==> src/rtl/ccw_pkg.sv <==
// Shared constants, command codes and the command record for the text console cell writer.
package ccw_pkg;

    // Defaults for the top-level parameters.
    localparam int MAX_COLS_DEF    = 80;
    localparam int MAX_ROWS_DEF    = 25;
    localparam int QUEUE_DEPTH_DEF = 2;

    // Reset size of the visible window.
    localparam int DEF_VIS_COLS = 80;
    localparam int DEF_VIS_ROWS = 25;

    // Character and color constants.
    localparam logic [7:0] CH_NEWLINE   = 8'd10;
    localparam logic [7:0] CH_BACKSPACE = 8'd8;
    localparam logic [7:0] CH_BLANK     = 8'd32;
    localparam logic [7:0] RESET_COLOR  = 8'h0F;

    // Input operation codes.
    localparam logic [1:0] OP_PUT   = 2'd0;
    localparam logic [1:0] OP_CLEAR = 2'd1;
    localparam logic [1:0] OP_READ  = 2'd2;

    // Configuration register indexes.
    localparam logic [1:0] CFG_VIS_COLS = 2'd0;
    localparam logic [1:0] CFG_VIS_ROWS = 2'd1;
    localparam logic [1:0] CFG_COLOR    = 2'd2;

    // Command kinds decided by the front end.
    typedef logic [2:0] kind_t;
    localparam kind_t KIND_CHAR      = 3'd0;
    localparam kind_t KIND_NEWLINE   = 3'd1;
    localparam kind_t KIND_BACKSPACE = 3'd2;
    localparam kind_t KIND_CLEAR     = 3'd3;
    localparam kind_t KIND_READ      = 3'd4;
    localparam kind_t KIND_READ_MISS = 3'd5;
    localparam kind_t KIND_NOP       = 3'd6;

    typedef struct packed {
        kind_t      kind;
        logic [7:0] char_code;
        logic [4:0] read_row;
        logic [6:0] read_col;
    } cmd_t;

endpackage

==> src/rtl/ccw_front.sv <==
// Front end: accepts input transactions and classifies them into commands.
module ccw_front
    import ccw_pkg::*;
#(
    parameter int MAX_COLS = MAX_COLS_DEF,
    parameter int MAX_ROWS = MAX_ROWS_DEF
) (
    input  logic       s_tvalid,
    output logic       s_tready,
    input  logic [1:0] s_op,
    input  logic [7:0] s_char_code,
    input  logic [4:0] s_read_row,
    input  logic [6:0] s_read_col,
    input  logic       queue_full,
    input  logic       init_busy,
    output logic       push,
    output cmd_t       cmd
);

    logic read_in_store;

    assign s_tready      = !queue_full && !init_busy;
    assign push          = s_tvalid && s_tready;
    assign read_in_store = (32'(s_read_row) < MAX_ROWS) && (32'(s_read_col) < MAX_COLS);

    always_comb begin
        cmd.char_code = s_char_code;
        cmd.read_row  = s_read_row;
        cmd.read_col  = s_read_col;
        case (s_op)
            OP_PUT: begin
                if (s_char_code == CH_NEWLINE) begin
                    cmd.kind = KIND_NEWLINE;
                end else if (s_char_code == CH_BACKSPACE) begin
                    cmd.kind = KIND_BACKSPACE;
                end else begin
                    cmd.kind = KIND_CHAR;
                end
            end
            OP_CLEAR: cmd.kind = KIND_CLEAR;
            OP_READ:  cmd.kind = read_in_store ? KIND_READ : KIND_READ_MISS;
            default:  cmd.kind = KIND_NOP;
        endcase
    end

endmodule

==> config.mk <==
export PLATFORM = sky130hd
export DESIGN_NAME = ccw_front
export DESIGN_NICKNAME = d
export VERILOG_FILES = /design/src/rtl/ccw_pkg.sv /design/src/rtl/ccw_front.sv
export SDC_FILE = /design/constraint.sdc
export NUM_CORES = 1
export LEC_CHECK = 0
export BUFFER_PORTS_ARGS = -buffer_cell sky130_fd_sc_hd__buf_2
export CORE_AREA = 5 5 42 44
export DETAILED_ROUTE_END_ITERATION = 10
export DIE_AREA = 0 0 47 49
export MAX_ROUTING_LAYER = met4
export PLACE_DENSITY = 0.69
export SYNTH_ARGS = -nofsm -noshare
export SYNTH_HDL_FRONTEND = slang
export SYNTH_SLANG_ARGS = --single-unit
==> constraint.sdc <==
create_clock -name vclk -period 0.9
set_input_delay 0.18 -clock vclk [all_inputs]
set_output_delay 0.18 -clock vclk [all_outputs]
set_load 0.1 [all_outputs]
-- Yosys cells after proc, flatten, opt, wreduce, memory -nomap -nowiden
Cells that the tools add are included.
- register bits: 0
- logic and storage cells: 16
- output and inout port bits: 25
- input bits: 25
- multiplexer cells: 4
- equal/unequal tests: 4
- order comparisons: 2
- reductions and logical operators: 6
- operators by type and width (operator ; count):
    $eq A8 B4 Y1 const B ; 2
    $pmux W3 S3 ; 1
    $lt A7 B7 Y1 const B ; 1
    $lt A5 B5 Y1 const B ; 1
    $mux W2 ; 2
    $logic_and A1 B1 Y1 ; 3
    $eq A2 B1 Y1 const B ; 1
    $eq A2 B2 Y1 const B ; 1
    $logic_not A1 Y1 ; 2
    $logic_not A2 Y1 ; 1
    $mux W1 ; 1

-- Logic depth before layout (Yosys ltp)
- word-level depth: 4
- depth in mapped cells: 3
- mapped depth without buffers: 3

-- Worst setup path before layout
Ideal clock, no wire load.
- kind: input to output
- from: in queue_full
- to: out push
- slack: -1645 ps
- buffers on the path: 0
- stages: 2
- arrival: 2365 ps
- required time: 720 ps
- path through: nor2_1 > and2_1
- word-level cells in the longest chain between the ends: 3
- RTL lines (element ; RTL line ; source):
    start, declared ; ccw_front.sv:14 ; input logic queue_full,
    $logic_not A1 Y1 ; ccw_front.sv:22 ; assign s_tready = !queue_full && !init_busy;
    $logic_and A1 B1 Y1 ; ccw_front.sv:22 ;
    $logic_and A1 B1 Y1 ; ccw_front.sv:23 ; assign push = s_tvalid && s_tready;
    end, declared ; ccw_front.sv:16 ; output logic push,
Every way passes these cells.

==> key figures <==
GRT
  – Vias in the first global route: 393
  – Gr ovfl total: 0
  – GR Util All Layers: 0.102
  – Largest net degree at the start of global routing: 4
  – Initial antenna violation count: 0
  – First-pass GRT wire length: 1760 um

Final layout
  – Sequential cell count: 0
  – Most common cell after layout, fill and taps aside: buf_12
  – Reg area: 0 um^2
  – Fillers: 129
  – Antenna cell count: 0
  – Most frequent cells in the layout: buf_12 (22), buf_2 (18), buf_4 (16)
  – Fin util: 0.604
  – Cell Count, Final, Fillers Out: 87
  – Share of cells above drive strength 1: 0.930
  – Clkbuf count: 0
  – Area Growth Syn to Fin: 242%
  – Final #Nets: 98

Run status
  – Status: finished, violations left
  – Violated checks: negative setup slack

Routing
  – Post-route ant nets: 0
  – Initial DRC Count: 0
  – Vias: between 300 and 400
  – Max layer used: met3
  – DR WL met2: 678 um
  – Wire length on met3: 124 um
  – WL final: 1140 um
  – M1 WL: 338 um
  – Wirelength per Cell: 13.1 um
  – Router iterations before antenna repair: 1
  – Residual DRC: 0
  – Vias per cell: 4.10

STA
  – Final Critical Period: 1.36 ns
  – Hold Vio Cnt, Final: 0
  – F_max: about 0.73 GHz
  – Final worst path period share: 1.51
  – Max_slew headroom: 0.782
  – Unrepaired setup endpoints after global routing: yes
  – Setup violators final: 2
  – Worst-Margin Slew: around 0.33 ns
  – Hold_ws: 0.360 ns
  – Setup WS post-layout: -0.462 ns
  – Slew Viols, Final: 0

Logic synthesis
  – Synthesized instance count: 33
  – Post-Syn Nets: 58
  – Register area share after synthesis: 0
  – Post-synth cell types: 14
  – Mapped Area: 248 um^2
  – Ys Warns: 0
  – Mean post-synth cell area: 7.51 um^2

Worst hold path
  – Hold_sp: s_read_col[0]
  – WHS Endpoint: cmd[0]
  – HP Class: primary input to output port
  – Hold path cells: 0

Critical path
  – Critical Path Start: s_char_code[5]
  – CP Max Fanout: 2
  – Crit path launch type: primary input
  – WP data arrival: 1.18 ns
  – Kind of critical path: primary input to output port
  – Crit path capture type: output port
  – Critical path required time: 0.72 ns

Die
  – Top Ports: 50
  – Die height: 49 um
  – Die area: 2300 um^2
  – Cell row count: 14
  – Placeable Area: 1400 um^2
  – Starting Density: 0.177
  – Die X: approximately 47 um

Pwr
  – Pleak: 0.403 nW
  – Worst VDD drop: 0.000454 V
  – Total chip power: a little under 0.8 mW
  – Pwr Density: between 900 and 1000 nW/um^2

Placed design
  – Port-buffer cells: 42
  – GPL Wtd Cong: around 0.71
  – DP Worst Slack: -0.479 ns
  – Placed insts: 86
  – Detailed Place HPWL: 1070 um

Job
  – Max Cap Viol: 0
-- cell families after synthesis --
family | count (synthesis) | share of synthesized area
compound gates | 4 | 0.141
buf+inv | 22 | 0.636
simple gates | 7 | 0.222
-- layer usage --
metal | track usage | vias to the layer above
met5 | - | -
met4 | 0 | 0
met3 | 0.0111 | 0
met2 | 0.204 | 29
met1 | 0.107 | 159
li1 | - | 169
-- what timing repair did --
item / in CTS / in global routing
hold buffers: 0 / 0
resized for setup: 8 / 1
endpoints found under the hold margin: 0 / 0
gates cloned: 0 / 0
pin swaps: 2 / 2
setup buffers: 1 / 0
endpoints found under the setup margin: 3 / 3
-- synthesized netlist by cell type --
master | number | share of area
nor3b_1 | 1 | 0.030
nand4_1 | 1 | 0.025
inv_1 | 1 | 0.015
o211ai_1 | 1 | 0.030
clkbuf_1 | 1 | 0.015
nor4_4 | 1 | 0.086
nor2_1 | 1 | 0.015
a311oi_1 | 1 | 0.035
nand2_1 | 1 | 0.015
and2_1 | 1 | 0.025
buf_4 | 20 | 0.61
o31ai_2 | 1 | 0.050
a31oi_1 | 1 | 0.025
or3_1 | 1 | 0.025
-- cell type report --
class,instances,area [um^2],share of cell area
Inverter,1,3.75,0.00443
Multi-Input combinational cell,11,135,0.160
Tap cell,16,20.0,0.0236
Timing Repair Buffer,59,688,0.812
-- worst max path at each step --
stage	to	slack (ns)
2_1_floorplan	cmd[21]	-0.67
3_3_place_gp	cmd[20]	-0.46
3_5_place_dp	cmd[21]	-0.48
4_1_cts	cmd[21]	-0.46
5_1_grt	cmd[21]	-0.54
6_report	cmd[21]	-0.46
-- through the flow --
step / setup TNS (ns) / area (um^2)
after detailed placement: -0.951 / 805
final: -0.919 / 847
after CTS: -0.899 / 841
after global placement: -0.911 / 805
after global routing: -1.06 / 847
after floorplan: -1.70 / 282
-- worst max-delay path: stages --
cell and delay [ns]:
buf_8 0.10, nor4_4 0.32, nand2_1 0.13, o31ai_4 0.24
buf_12 0.21
-- report_power, final --
part           internal (mW)  switching, mW
Clock                      0              0
Sequential                 0              0
Combinational          0.308          0.487
Note: power is estimated with default switching activity, not from simulation.
