<file path="config.mk">
export PLATFORM = sky130hd
export DESIGN_NAME = ccw_queue
export DESIGN_NICKNAME = d
export VERILOG_FILES = /design/src/rtl/ccw_pkg.sv /design/src/rtl/ccw_queue.sv
export SDC_FILE = /design/constraint.sdc
export NUM_CORES = 1
export LEC_CHECK = 0
export BUFFER_PORTS_ARGS = -buffer_cell sky130_fd_sc_hd__buf_4
export CORE_ASPECT_RATIO = 0.9
export CORE_MARGIN = 4
export CORE_UTILIZATION = 40
export DETAILED_ROUTE_END_ITERATION = 6
export GPL_TIMING_DRIVEN = 0
export PLACE_DENSITY_LB_ADDON = 0.05
export SYNTH_ARGS = -nofsm -noshare
export SYNTH_HDL_FRONTEND = slang
export SYNTH_SLANG_ARGS = --single-unit
export TNS_END_PERCENT = 1
</file>
<file path="constraint.sdc">
create_clock -name aclk -period 3 [get_ports aclk]
set_input_delay 0.3 -clock aclk [delete_from_list [all_inputs] [get_ports aclk]]
set_output_delay 0.3 -clock aclk [all_outputs]
set_load 0.03 [all_outputs]
</file>
<file path="src/rtl/ccw_pkg.sv">
// Shared constants, command codes and the command record for the text console cell writer.
package ccw_pkg;

    // Defaults for the top-level parameters.
    localparam int MAX_COLS_DEF    = 80;
    localparam int MAX_ROWS_DEF    = 25;
    localparam int QUEUE_DEPTH_DEF = 2;

    // Reset size of the visible window.
    localparam int DEF_VIS_COLS = 80;
    localparam int DEF_VIS_ROWS = 25;

    // Character and color constants.
    localparam logic [7:0] CH_NEWLINE   = 8'd10;
    localparam logic [7:0] CH_BACKSPACE = 8'd8;
    localparam logic [7:0] CH_BLANK     = 8'd32;
    localparam logic [7:0] RESET_COLOR  = 8'h0F;

    // Input operation codes.
    localparam logic [1:0] OP_PUT   = 2'd0;
    localparam logic [1:0] OP_CLEAR = 2'd1;
    localparam logic [1:0] OP_READ  = 2'd2;

    // Configuration register indexes.
    localparam logic [1:0] CFG_VIS_COLS = 2'd0;
    localparam logic [1:0] CFG_VIS_ROWS = 2'd1;
    localparam logic [1:0] CFG_COLOR    = 2'd2;

    // Command kinds decided by the front end.
    typedef logic [2:0] kind_t;
    localparam kind_t KIND_CHAR      = 3'd0;
    localparam kind_t KIND_NEWLINE   = 3'd1;
    localparam kind_t KIND_BACKSPACE = 3'd2;
    localparam kind_t KIND_CLEAR     = 3'd3;
    localparam kind_t KIND_READ      = 3'd4;
    localparam kind_t KIND_READ_MISS = 3'd5;
    localparam kind_t KIND_NOP       = 3'd6;

    typedef struct packed {
        kind_t      kind;
        logic [7:0] char_code;
        logic [4:0] read_row;
        logic [6:0] read_col;
    } cmd_t;

endpackage

</file>
<file path="src/rtl/ccw_queue.sv">
// Small command queue between the front end and the back end.
module ccw_queue
    import ccw_pkg::*;
#(
    parameter int DEPTH = QUEUE_DEPTH_DEF
) (
    input  logic aclk,
    input  logic aresetn,
    input  logic push,
    input  cmd_t push_cmd,
    input  logic pop,
    output cmd_t head_cmd,
    output logic empty,
    output logic full
);

    localparam int PW = (DEPTH > 1) ? $clog2(DEPTH) : 1;
    localparam int CW = $clog2(DEPTH + 1);

    cmd_t          slots [DEPTH];
    logic [PW-1:0] wr_ptr_reg, wr_ptr_next;
    logic [PW-1:0] rd_ptr_reg, rd_ptr_next;
    logic [CW-1:0] count_reg, count_next;
    logic          do_push, do_pop;

    assign empty    = (count_reg == '0);
    assign full     = (count_reg == CW'(DEPTH));
    assign head_cmd = slots[rd_ptr_reg];
    assign do_push  = push && !full;
    assign do_pop   = pop && !empty;

    always_comb begin
        wr_ptr_next = wr_ptr_reg;
        rd_ptr_next = rd_ptr_reg;
        count_next  = count_reg;
        if (do_push) begin
            wr_ptr_next = (wr_ptr_reg == PW'(DEPTH - 1)) ? '0 : wr_ptr_reg + 1'b1;
        end
        if (do_pop) begin
            rd_ptr_next = (rd_ptr_reg == PW'(DEPTH - 1)) ? '0 : rd_ptr_reg + 1'b1;
        end
        if (do_push && !do_pop) begin
            count_next = count_reg + 1'b1;
        end else if (do_pop && !do_push) begin
            count_next = count_reg - 1'b1;
        end
    end

    always_ff @(posedge aclk) begin
        if (!aresetn) begin
            wr_ptr_reg <= '0;
            rd_ptr_reg <= '0;
            count_reg  <= '0;
        end else begin
            wr_ptr_reg <= wr_ptr_next;
            rd_ptr_reg <= rd_ptr_next;
            count_reg  <= count_next;
        end
    end

    always_ff @(posedge aclk) begin
        if (do_push) begin
            slots[wr_ptr_reg] <= push_cmd;
        end
    end

endmodule

</file>
== Word level (Yosys, flattened, before mapping) ==
Memory sizes are Yosys's and may differ from the RTL's. A register that Yosys moved wholly into a read port is not among the register bits.
Cells that the tools add are included.

* Eq/ne operators: 1
* Add/sub/neg operators: 4
* Multiplexer cells: 8
* Reduce and logical (&&, ||, !) cells: 10

{| class="wikitable"
|+ Operator list
! operator !! count
|-
| $mux W1 || 6
|-
| $logic_and A1 B1 Y1 || 4
|-
| $logic_not A1 Y1 || 4
|-
| $mux W2 || 2
|-
| $add A1 B1 Y1 const B || 2
|-
| $add A2 B1 Y2 const B || 1
|-
| $eq A2 B2 Y1 const B || 1
|-
| $logic_not A2 Y1 || 1
|-
| $reduce_bool A2 Y1 || 1
|-
| $sub A2 B1 Y2 const B || 1
|}

* Memories: 1
* Bits in writable memories: 46
* Input port bits: 27
* Flip-flop bits (word level): 4

{| class="wikitable"
|+ Memory list
! name !! depth !! width !! read ports !! clocked after memory_dff !! wr ports !! line !! RTL
|-
| slots || 2 || 23 || 1 || 1 || 1 || ccw_queue.sv:20 || <nowiki>cmd_t slots [DEPTH];</nowiki>
|}

== Depth between registers and ports, before layout ==
Gate-level depths: netlist of run 1.

* Word-level depth: 7
* Depth in mapped cells: 7

== Least setup slack after synthesis of run 1 ==
OpenSTA, ideal clock, no wires.

* Kind: reg-to-reg
* Start: reg count_reg[0]
* End: mem slots[0][0] (netlist name), enable pin
* Library setup time: 0.401 ns
* Required time: 2.599 ns
* Cell stages (with the launch flop): 4
* Arrival time: 1.606 ns
* Path slack: 0.993 ns
* Cell sequence: dfxtp_1 > nand2b_1 > inv_2 > nor3_2

* Longest elaborated chain between the ends: 5

{| class="wikitable"
|+ RTL lines
! item !! line !! RTL
|-
| start: declaration || ccw_queue.sv:23 || <nowiki>logic [CW-1:0] count_reg, count_next;</nowiki>
|-
| start signal: assignment || ccw_queue.sv:57 || <nowiki>count_reg <= count_next;</nowiki>
|-
| $eq A2 B2 Y1 || ccw_queue.sv:27 || <nowiki>assign full = (count_reg == CW'(DEPTH));</nowiki>
|-
| net full || ccw_queue.sv:14 || <nowiki>output logic full</nowiki>
|-
| $logic_not A1 Y1 || ccw_queue.sv:29 || <nowiki>assign do_push = push && !full;</nowiki>
|-
| $logic_and A1 B1 Y1 || ccw_queue.sv:29 ||
|-
| $mux W1 || ccw_queue.sv:62 || <nowiki>if (do_push) begin</nowiki>
|-
| $mux W1 (implied by the code) || ccw_queue.sv:63 || <nowiki>slots[wr_ptr_reg] <= push_cmd;</nowiki>
|-
| end: declaration || ccw_queue.sv:20 ||
|}

The timed path passes the listed nets, and every way through them passes these cells.

== Final worst setup path of run 1 ==
* Start: reg count_reg[0]
* End: mem slots[1][2] (netlist name), enable pin

* Longest elaborated chain between the ends: 5

{| class="wikitable"
|+ RTL lines
! item !! line
|-
| $eq A2 B2 Y1 || ccw_queue.sv:27
|-
| $logic_not A1 Y1 || ccw_queue.sv:29
|-
| $logic_and A1 B1 Y1 || ccw_queue.sv:29
|-
| $mux W1 || ccw_queue.sv:62
|-
| $mux W1 (implied by the code) || ccw_queue.sv:63
|}

No other way between the ends.

==> metrics.sh, run 1 <==
OUTCOME='complete, no violations'
TRACK_USAGE_PCT=11.6
SYN-CELL-AREA_UM2=1880
TIMING.SLEW.HEADROOM_PCT=25.8
FLOORPLAN_DIE_AREA_UM2=5870
WORST_SETUP_HOLD_PATH_CLK_SLEW_NS=0.08
PORT_BUFFERS=51
POST-ROUTE-WORST-SETUP-SLACK_NS=1.06
SYN_INST=96
FINAL_ANTENNA_NET_COUNT=0
CTS_ROOT_BUF='clkbuf_8'
CLK_LATENCY_NS=0.29
CRIT_CELLS=2
LARGEST_REGISTER_FFS=46
LAYOUT_MIN_CYCLE_TIME_NS=1.94
FMAX_GHz=0.516
CRITPATHSLOWESTCELL='and3_1'
CLOCK_SKEW_NS=0.00459
SETUP.WORST_PATH.END_CLASS='flop'
POWER_LEAKAGE_uW=0.000925
CTS_SINKS=51
DPL_WORST_SLACK_NS=1.01
POWER.DENSITY_CELL_AREA_nW_PER_UM2=854
MOSTFREQUENTLAYOUTCELL='buf_4'
WORST_PATH_LARGEST_CELL_DELAY_NS=0.92
NUM_ROWS=23
NUMBER_OF_PORTS_PLACED_ON_THE_DIE_BOUNDARY=52
POST-ROUTE-UTIL_PCT=54.8
FINALSETUPVIOLCOUNT=0
FINAL_LAYOUT_SIZE_SUFFIX_GT1_SHARE_PCT=53.8
INITIAL_CORE_UTIL_PCT=42.0
WORSTPATHMAXFANOUT=23
POST_SYNTH_NUM_CELL_TYPES=20
SYNTH-SEQ-CELLS=51
WL_PER_CELL_UM=14.9
RSZ_0062_RAISED_AFTER_GLOBAL_ROUTING='false'
GP_ROUTABILITY_CONGESTION=0.636
SEQ_AREA_FRAC_SYNTH_PCT=78.6
WORST_PIN_SLEW_NS=1.11
FINALPOWER_uW=2100
VIA_COUNT_OF_THE_FIRST_GLOBAL_ROUTING_PASS=1067
HOLD_VIOL_FINAL=0
COREAREA_UM2=4490
WIRE_LENGTH_OF_THE_FIRST_GLOBAL_ROUTING_PASS_UM=5000
WORST_PATH_DOMINANT_CELL_FAMILY='simple AND/OR/NAND/NOR gates'
POST_DETAILED_ROUTE_DRC_MARKER_COUNT=0
VDD.IR_DROP.WORST_uV=452
CRIT_PATH_CELL_TRACE='nand2b_1 -> and3_1'
MIN_PATH_TYPE='input pin to flop'
DIODES=0
WIRELENGTH_UM=3260
SYN2LAYOUT_AREA_GROWTH_PCT=30.5
FINALSETUPTNS_NS=0
WORSTPATHBUFFERINVERTERCOUNT=0
SYN-NUM-NETS=124
DRV_SLEW=0
CTS_MAX_LEVEL=2
POST-CTS-SETUP-BUFFER-COUNT=0
TYPE_OF_THE_SETUP_PATH_WITH_THE_LEAST_SLACK='flop to flop'
CLOCKBUFFERDEPTH=2
CTSRESIZECOUNT=0
POST-DP-HPWL_UM=2300
LARGEST_NET_DEGREE_AT_THE_START_OF_GLOBAL_ROUTING=24
DRTITER0DRC=53
FIRSTDRTPASSITERS=4
YOSYS_WARNINGS=0
MIN_PATH_CELLS=1
SYN_AREA_PER_CELL_UM2=19.6
CTS_TREE='yes'
MAXIMUM_CAPACITANCE_VIOLATIONS=0
HOLD_BUFFERS=0
DIE_X_UM=80.3
CP-START-KIND='flop'
REQUIRED_WORST_ENDPOINT_NS=2.91
VIAS_PER_CELL=4.65
VIA_COUNT=1014
WORST-R2R-CELL-COUNT=2
DIE-HEIGHT_UM=73.1
CTS_BUFFERS=5
LAYOUT.FILLER_CELLS=386
FINAL_NETS=183
WORSTPATHARRIVAL_NS=1.85
LAYOUT.CELLS.MOST_COMMON_LIST='buf_4 (51), edfxtp_1 (46), mux2_2 (23)'
FINALCRITPERIODSHARE_PCT=64.6
NUMBER_OF_ANTENNA_VIOLATIONS_AT_THE_FIRST_CHECK_IN_GLOBAL_ROUTING=0
GRT_OVERFLOW=0
kinds of logic after synthesis:
group                    after synthesis  share of synthesized area, %
AND/OR/NAND/NOR                        9                          2.92
flip-flops                            51                          78.6
AO/OA/AOI/OAI                          5                          1.73
XOR/XNOR                               3                          1.39
multiplexers                          23                          13.7
buffers and inverters                  4                         0.929
adder cells (fa/ha/maj)                1                         0.664
routing by layer:
| metal | wire (um) | vias up | global-route usage (%) | share of wire, % |
|---|---|---|---|---|
| li1 | - | 484 | - | - |
| met4 | 27 | 0 | 4.50 | 0.83 |
| met3 | 202 | 4 | 3.95 | 6.2 |
| met5 | 0 | - | 0 | 0 |
| met1 | 1200 | 497 | 12.3 | 37 |
| met2 | 1830 | 29 | 21.1 | 56 |
stage by stage:
| stage | cell area [um^2] | hold WS (ns) | cells |
|---|---|---|---|
| global route | 2460 | 0.162 | 218 |
| floorplan | 1880 | 0.399 | 96 |
| global placement | 2340 | 0.485 | 209 |
| CTS | 2460 | 0.176 | 218 |
| finish | 2460 | 0.188 | 218 |
| detailed placement | 2380 | 0.488 | 210 |
cell type report:
| cell class | count | area (um^2) | share of cell area, % |
|---|---|---|---|
| inverter | 2 | 7.51 | 0.305 |
| multi-input combinational | 41 | 392 | 15.9 |
| timing repair buffer | 52 | 410 | 16.7 |
| clock buffer | 6 | 72.6 | 2.95 |
| tap | 62 | 77.6 | 3.16 |
| clock inverter | 2 | 7.51 | 0.305 |
| sequential | 51 | 1480 | 60.3 |
| buffer | 2 | 10.0 | 0.407 |
synth_stat cells:
| master | n | area [um^2] |
|---|---|---|
| edfxtp_1 | 46 | 1380 |
| mux2_2 | 23 | 259 |
| dfxtp_1 | 5 | 100 |
| and2_1 | 3 | 18.8 |
| buf_2 | 2 | 10.0 |
| nor2_1 | 2 | 7.51 |
| xnor2_1 | 2 | 17.5 |
| a21boi_0 | 1 | 7.51 |
| a21boi_1 | 1 | 7.51 |
| and3_1 | 1 | 6.26 |
| ha_1 | 1 | 12.5 |
| inv_1 | 1 | 3.75 |
| inv_2 | 1 | 3.75 |
| nand2b_1 | 1 | 6.26 |
| nor3_2 | 1 | 10.0 |
| o21a_1 | 1 | 7.51 |
| o21ai_0 | 1 | 5.00 |
| o21ai_1 | 1 | 5.00 |
| or3_1 | 1 | 6.26 |
| xor2_1 | 1 | 8.76 |
power breakdown:
group | internal [uW] | switching (uW)
registers | 897 | 44.0
clock network | 159 | 202
logic | 344 | 454
path summary, 6_finish.rpt:
path | slack, ns | to | from
setup / recovery | 1.06 | slots[1][2]$_DFFE_PP_ | count_reg[0]$_SDFFE_PN0P_
hold / removal | 0.19 | slots[1][19]$_DFFE_PP_ | push_cmd[19]
setup reg to reg | 1.06 | slots[1][2]$_DFFE_PP_ | count_reg[0]$_SDFFE_PN0P_
hold reg to reg | 0.55 | count_reg[1]$_SDFFE_PN0P_ | count_reg[1]$_SDFFE_PN0P_
Power figures use the tool's default switching activity.
==> run 2: changes to the inputs <==
Settings changed: ABC_AREA set to 1.
Clock period 3 ns to 1.7 ns, I/O delays scaled along.
==> run 2 against run 1 <==
  * First-iteration DRC count grew 57%
  * Sequential share of layout area decreased by 1.8 points
  * Flip-flop and latch count stayed put
  * Sequential power up 77%
  * Worst setup slack worse by 0.91 ns
  * Wire length up 4.0%
  * Non-clock buffer count is 1 higher
  * Synthesized area is 1.3% higher
  * Final cell count rose by 6.4%
==> metrics.sh, run 2 <==
SYN_INST=109  # +14%
OUTCOME='complete, no violations'
GRT_OVERFLOW=0  # unchanged
LAYOUT_MIN_CYCLE_TIME_NS=1.54
DPL_WORST_SLACK_NS=0.164  # -0.847 ns
TYPE_OF_THE_SETUP_PATH_WITH_THE_LEAST_SLACK='flop to output pin'
SYNTH-SEQ-CELLS=51  # unchanged
MULTI_INPUT_AREA_UM2=375  # -4.2%
YS.FLOP_TYPE='edfxtp_1'
LAYOUT.CELLS.MOST_COMMON_LIST='buf_4 (51), edfxtp_1 (46), mux2_2 (23)'
TOTAL_SWITCHING_POWER_uW=1200  # +71%
DRV_SLEW=0  # unchanged
RSZ_0062_RAISED_AFTER_GLOBAL_ROUTING='false'
CLK_LATENCY_NS=0.29  # about the same
POST_DETAILED_ROUTE_DRC_MARKER_COUNT=0  # unchanged
POST-DP-HPWL_UM=2470  # +7.6%
FINAL_NETS=197  # +7.7%
CLOCKBUFFERDEPTH=2  # unchanged
CRIT-REG2REG-LAUNCH='count_reg[1]$_SDFFE_PN0P_'
HOLD_PATH_STARTPOINT='push_cmd[7]'
LARGEST_FAMILY_OF_LOGIC_CELLS_BY_SYNTHESIZED_AREA='multiplexers'
GP_ROUTABILITY_CONGESTION=0.623  # -2.0%
MOSTFREQUENTLAYOUTCELL='buf_4'
CP-START-KIND='flop'
VIA_COUNT_OF_THE_FIRST_GLOBAL_ROUTING_PASS=1147  # +7.5%
NUM_ROWS=23  # unchanged
SETUP.WORST_PATH.END_CLASS='output pin'
POST-CTS-SETUP-BUFFER-COUNT=0  # unchanged
POST_SYNTH_NUM_CELL_TYPES=13  # -35%
POST-ROUTE-WORST-SETUP-SLACK_NS=0.157  # -0.907 ns
WIRELENGTH_UM=3390  # +4.0%
POWER.SHARE.CLOCK_PCT=20.9  # +3.7 points
RRSETUPSLACK_NS=0.17  # -0.89 ns
YOSYSMOSTFREQUENTCELL='edfxtp_1'
FINALSETUPTNS_NS=0  # unchanged
PART_OF_THE_POWER_IN_COMBINATIONAL_LOGIC_PCT=35.2  # -2.8 points
CTSRESIZECOUNT=0  # unchanged
COREAREA_UM2=4520  # +0.64%
WORST_PIN_SLEW_NS=0.590  # -0.522 ns
NUMBER_OF_ANTENNA_VIOLATIONS_AT_THE_FIRST_CHECK_IN_GLOBAL_ROUTING=0  # unchanged
NUMBER_OF_PORTS_PLACED_ON_THE_DIE_BOUNDARY=52  # unchanged
PORT_BUFFERS=51  # unchanged
TIMING.RR.END='slots[0][0]$_DFFE_PP_'
POST_SYNTH_MUX_AREA_SHARE_PCT=13.6  # -0.17 points
POST-ROUTE-UTIL_PCT=56.1  # +1.4 points
SWITCHING_SHARE_PCT=31.7  # -1.6 points
DRTITER0DRC=83  # +57%
POWER_LEAKAGE_uW=0.000979  # +5.8%
SYN-CELL-AREA_UM2=1910  # +1.3%
CTS_SINKS=51  # unchanged
SYNTH_ENABLE_FLOP_CELLS=46  # unchanged
WORSTPATHMAXFANOUT=10  # -57%
SYNTH_LARGEST_TYPE_AREA_FRACTION_PCT=72.4  # -0.91 points
TRACK_USAGE_PCT=12.3  # +0.66 points
FINAL_LAYOUT_SIZE_SUFFIX_GT1_SHARE_PCT=51.8  # -2.1 points
HOLD_VIOL_FINAL=0  # unchanged
MAXIMUM_CAPACITANCE_VIOLATIONS=0  # unchanged
WORST-R2R-CELL-COUNT=4  # +2
MIN_PATH_TYPE='input pin to flop'
SYN2LAYOUT_AREA_GROWTH_PCT=32.9
POWER.DENSITY_CELL_AREA_nW_PER_UM2=1490  # +75%
DIE-HEIGHT_UM=73.5  # +0.56%
SYNTH-COMPOUND-AREA-SHARE_PCT=1.25  # -0.48 points
LAYOUT.FILLER_CELLS=385  # -0.26%
PWR-SHARE-SEQ_PCT=43.9  # -0.9 points
FINALSETUPVIOLCOUNT=0  # unchanged
FINAL_ANTENNA_NET_COUNT=0  # unchanged
VDD.IR_DROP.WORST_uV=929  # +110%
FIRSTDRTPASSITERS=4  # unchanged
TIMING.SLEW.HEADROOM_PCT=60.6  # +35 points
VIA_COUNT=1071  # +5.6%
FLOORPLAN_DIE_AREA_UM2=5940  # +1.1%
CTS_MAX_LEVEL=2  # unchanged
SEQCELLAREA_UM2=1480  # about the same
MIN_PATH_CELLS=1  # unchanged
DIODES=0  # unchanged
REQUIRED_WORST_ENDPOINT_NS=1.53  # -1.38 ns
HOLD_BUFFERS=0  # unchanged
WL_PER_CELL_UM=14.6  # -2.3%
XOR_XNOR_SHARE_OF_THE_SYNTHESIZED_AREA_PCT=0  # -1.4 points
CELLINTERNALPOWER_uW=2590  # +85%
POST_SYNTH_MAIN_AREA_CONTRIBUTORS='edfxtp_1 (72%), mux2_2 (14%), dfxtp_1 (5.2%)'
CTS_BUFFERS=5  # unchanged
YOSYS_WARNINGS=0  # unchanged
WHS_ENDPOINT='slots[1][7]$_DFFE_PP_'
SYN-NUM-NETS=137  # +10%
WIRE_LENGTH_OF_THE_FIRST_GLOBAL_ROUTING_PASS_UM=5300  # +6.1%
WORST_SETUP_HOLD_PATH_CLK_SLEW_NS=0.09  # about the same
DIE_X_UM=80.8  # +0.57%
LARGEST_NET_DEGREE_AT_THE_START_OF_GLOBAL_ROUTING=17  # -29%
SEQ_AREA_FRAC_SYNTH_PCT=77.6  # -0.98 points
CTS_ROOT_BUF='clkbuf_8'
WORSTPATHARRIVAL_NS=1.37  # -0.48 ns
SYNTH.TOP_CELLS.BY_COUNT='edfxtp_1 (46), mux2_2 (23), nor2_1 (11), inv_1 (9), nand2_1 (6)'
PROPORTION_OF_REGISTER_BITS_WITH_ASYNCHRONOUS_SET_OR_RESET_AFTER_SYNTHESIS_PCT=0  # unchanged
SYN_AREA_PER_CELL_UM2=17.5  # -11%
INITIAL_CORE_UTIL_PCT=42.2  # +0.26 points
CTS_TREE='yes'
YOSYSTOPAREACELL='edfxtp_1'
SYNTH-SIMPLE-AREA-SHARE_PCT=3.93  # +1.0 points
FMAX_GHz=0.648
TIMING.HOLD.WS_NS=0.0562  # -0.132 ns
LARGEST_REGISTER_FFS=46  # unchanged
VIAS_PER_CELL=4.62  # -0.75%
YOSYS.AREA_SHARE.ADDER_PCT=0.656  # -0.0083 points
FINALCRITPERIODSHARE_PCT=90.8
CLOCK_SKEW_NS=0.00490  # +0.000310 ns
run 2: cell types whose count changed in the layout (fill, tap and decap cells not counted), moves of 2 or more:
cell,delta
nor2_2,+2
and2_1,-3
buf_6,+2
xnor2_1,-2
nor2_1,+7
buf_2,-2
clkinv_1,-2
inv_1,+8
nand2_1,+6
run 2: kinds of logic (layout without fill, tap and decap cells):
kind of cell	Yosys count	count (layout)
flip-flops	51	51
multiplexers	23	23
AND/OR/NAND/NOR	19	19
buffers and inverters	11	72
AO/OA/AOI/OAI	4	4
adder cells (fa/ha/maj)	1	1
run 2: worst max path at each step:
stage / endpoint / cells after the start / start / slack [ns]
after global placement: slots[0][8]$_DFFE_PP_ / 2 / count_reg[0]$_SDFFE_PN0P_ / -0.75
after detailed placement: slots[1][7]$_DFFE_PP_ / 4 / count_reg[1]$_SDFFE_PN0P_ / 0.16
after floorplan: slots[1][0]$_DFFE_PP_ / 2 / count_reg[0]$_SDFFE_PN0P_ / -0.16
after CTS: head_cmd[9] / 3 / flop / 0.04
after global routing: count_reg[1]$_SDFFE_PN0P_ / 9 / count_reg[1]$_SDFFE_PN0P_ / 0.06
final: head_cmd[9] / 3 / flop / 0.16
run 2: power groups by stage:
stage	Combinational, uW	Sequential (uW)	Clock (uW)
3_3_place_gp	1250	1690	0
2_1_floorplan	852	1670	0
3_5_place_dp	1350	1690	0
5_1_grt	1430	1680	880
4_1_cts	1360	1660	822
6_report	1330	1660	791
run 2: stage by stage:
stage          cells  area [um^2]  power (uW)
2_1_floorplan    109         1910        2520
3_3_place_gp     222         2370        2940
3_5_place_dp     224         2430        3040
4_1_cts          232         2530        3840
5_1_grt          232         2540        3990
6_report         232         2540        3780
run 2: critical path: stages, from the launching register on:
cell	delay, ns
dfxtp_2	0.40
buf_6	0.17
mux2_2	0.35
buf_4	0.17
run 2: metal layers:
layer / up-vias / part of all wire (%) / track usage, %
met5: - / 0 / 0
met4: 0 / 0.86 / 3.94
met3: 5 / 6.8 / 5.27
met2: 30 / 56 / 22.8
met1: 519 / 36 / 12.2
li1: 517 / - / -
run 2: cell type report:
type | instances | share of cell area [%]
inverter | 9 | 1.33
tap | 62 | 3.06
sequential | 51 | 58.5
clock buffer | 7 | 3.01
multi-input combinational | 47 | 14.8
timing repair buffer | 53 | 17.3
buffer | 2 | 0.888
clock inverter | 1 | 1.18
==> run 3: changes to the inputs <==
Settings changed: RECOVER_POWER set to 100.
==> run 3 against run 2 <==
  * Wire length is 1.2% lower
  * Die area stayed put
  * Register-to-register slack hardly changed
  * Sequential power about the same
  * Total power is 3.1% lower
  * Critical path type unchanged
  * Critical endpoint is now head_cmd[6]
==> metrics.sh, run 3 (synthesized netlist as in run 2, its figures left out) <==
WORSTPATHMAXFANOUT=10  # unchanged
INITIAL_CORE_UTIL_PCT=42.2  # unchanged
HOLD_VIOL_FINAL=0  # unchanged
RSZ_0062_RAISED_AFTER_GLOBAL_ROUTING='false'
FLOORPLAN_DIE_AREA_UM2=5940  # unchanged
WORST_PIN_SLEW_NS=0.590  # -0.000670 ns
VDD.IR_DROP.WORST_uV=869  # -6.5%
POWER_LEAKAGE_uW=0.000927  # -5.3%
TRACK_USAGE_PCT=12.3  # unchanged
NUM_ROWS=23  # unchanged
VIAS_PER_CELL=4.66  # +0.84%
VIA_COUNT=1080  # +0.84%
POST-ROUTE-UTIL_PCT=54.3  # -1.8 points
POST-ROUTE-WORST-SETUP-SLACK_NS=0.143  # -0.0133 ns
CTS_ROOT_BUF='clkbuf_8'
CTS_TREE='yes'
FINALSETUPTNS_NS=0  # unchanged
FMAX_GHz=0.642  # -0.85%
POST_DETAILED_ROUTE_DRC_MARKER_COUNT=0  # unchanged
DIODES=0  # unchanged
LAYOUT_MIN_CYCLE_TIME_NS=1.56  # +0.0133 ns
CP-START-KIND='flop'
OUTCOME='complete, no violations'
DPL_WORST_SLACK_NS=0.164  # unchanged
DIE_X_UM=80.8  # unchanged
FINAL_CELLS=232  # unchanged
WIRE_LENGTH_OF_THE_FIRST_GLOBAL_ROUTING_PASS_UM=5300  # unchanged
CLOCKBUFFERDEPTH=2  # unchanged
COREAREA_UM2=4520  # unchanged
FINALSETUPVIOLCOUNT=0  # unchanged
POST-PLACE-CELLS=224  # unchanged
LAYOUT.CELLS.MOST_COMMON_LIST='edfxtp_1 (46), mux2_2 (23), clkbuf_2 (18)'
CTS_MAX_LEVEL=2  # unchanged
WIRELENGTH_UM=3350  # -1.2%
CRIT_PATH_CELL_TRACE='buf_6 -> mux2_2 -> clkbuf_2'
TYPE_OF_THE_SETUP_PATH_WITH_THE_LEAST_SLACK='flop to output pin'
POWER.DENSITY_CELL_AREA_nW_PER_UM2=1500  # +0.20%
CLOCK_SKEW_NS=0.00409  # -0.000806 ns
CLK_LATENCY_NS=0.29  # about the same
CTS_BUFFERS=5  # unchanged
FINAL_LAYOUT_SIZE_SUFFIX_GT1_SHARE_PCT=45.9  # -5.9 points
WORSTPATHBUFFERINVERTERCOUNT=2  # unchanged
WORSTPATHARRIVAL_NS=1.39  # +0.02 ns
PORT_BUFFERS=51  # unchanged
FINALCRITPERIODSHARE_PCT=91.6  # +0.78 points
WORST_SETUP_HOLD_PATH_CLK_SLEW_NS=0.08  # about the same
SETUP.WORST_PATH.END_CLASS='output pin'
TIMING.SLEW.HEADROOM_PCT=60.6  # about the same
WORST_PATH_DOMINANT_CELL_FAMILY='flip-flops'
WORST_PATH_LARGEST_CELL_DELAY_NS=0.40  # about the same
DRTITER0DRC=73  # -12%
FINAL_ANTENNA_NET_COUNT=0  # unchanged
MIN_PATH_TYPE='input pin to flop'
WL_PER_CELL_UM=14.4  # -1.2%
GRT_OVERFLOW=0  # unchanged
MOSTFREQUENTLAYOUTCELL='edfxtp_1'
LAYOUT.FILLER_CELLS=401  # +4.2%
FINAL_NETS=197  # unchanged
POST-DP-HPWL_UM=2470  # unchanged
SYN2LAYOUT_AREA_GROWTH_PCT=28.6
DRV_SLEW=0  # unchanged
CTS_SINKS=51  # unchanged
GP_ROUTABILITY_CONGESTION=0.623  # unchanged
LARGEST_NET_DEGREE_AT_THE_START_OF_GLOBAL_ROUTING=17  # unchanged
MAXIMUM_CAPACITANCE_VIOLATIONS=0  # unchanged
LARGEST_REGISTER_FFS=46  # unchanged
REQUIRED_WORST_ENDPOINT_NS=1.53  # about the same
NUMBER_OF_PORTS_PLACED_ON_THE_DIE_BOUNDARY=52  # unchanged
FIRSTDRTPASSITERS=4  # unchanged
CRITPATHSLOWESTCELL='dfxtp_2'
VIA_COUNT_OF_THE_FIRST_GLOBAL_ROUTING_PASS=1147  # unchanged
NUMBER_OF_ANTENNA_VIOLATIONS_AT_THE_FIRST_CHECK_IN_GLOBAL_ROUTING=0  # unchanged
DIE-HEIGHT_UM=73.5  # unchanged
==> run 3: repair_timing <==
action / CTS / global route
setup endpoints to repair: 0 / 3
setup buffers: 0 / 0
hold buffers: 0 / 0
resized for setup: 0 / 1
==> run 3: power breakdown <==
group,switching [uW],internal [uW],leakage [uW]
Clock,350,440,0.0000524
Sequential,73.8,1590,0.000471
Combinational,771,446,0.000404
Total,1190,2470,0.000927
==> run 3: path summary, 6_finish.rpt <==
check,from,endpoint,slack (ns),depth (start not counted)
worst max register to register,count_reg[1]$_SDFFE_PN0P_,slots[0][0]$_DFFE_PP_,0.17,4
worst max-delay path,flop,head_cmd[6],0.14,3
worst min-delay path,push_cmd[7],slots[1][7]$_DFFE_PP_,0.08,1
worst min register to register,rd_ptr_reg$_SDFFE_PN0P_,flop,0.54,2
==> run 3: metrics by stage <==
step | power (uW) | area (um^2) | hold WS, ns
after floorplan | 2520 | 1910 | 0.269
after global placement | 2940 | 2370 | 0.355
after detailed placement | 3040 | 2430 | 0.357
after CTS | 3840 | 2530 | 0.0423
after global routing | 3880 | 2450 | 0.0532
final | 3670 | 2450 | 0.0811
==> run 3: metal layers <==
layer	part of all wire [%]	track usage, %	vias up
li1	-	-	518
met1	35	12.2	523
met2	57	22.8	34
met3	7.3	5.27	5
met4	0.87	3.94	0
met5	0	0	-
==> run 3: final cells by class <==
cell class	count	area, um^2	share of cell area, %
Clock inverter	1	30.0	1.22
Timing Repair Buffer	53	355	14.5
Inverter	9	33.8	1.38
Multi-Input combinational cell	47	375	15.3
Buffer	2	22.5	0.918
Clock buffer	7	76.3	3.11
Sequential cell	51	1480	60.4
Tap cell	62	77.6	3.16
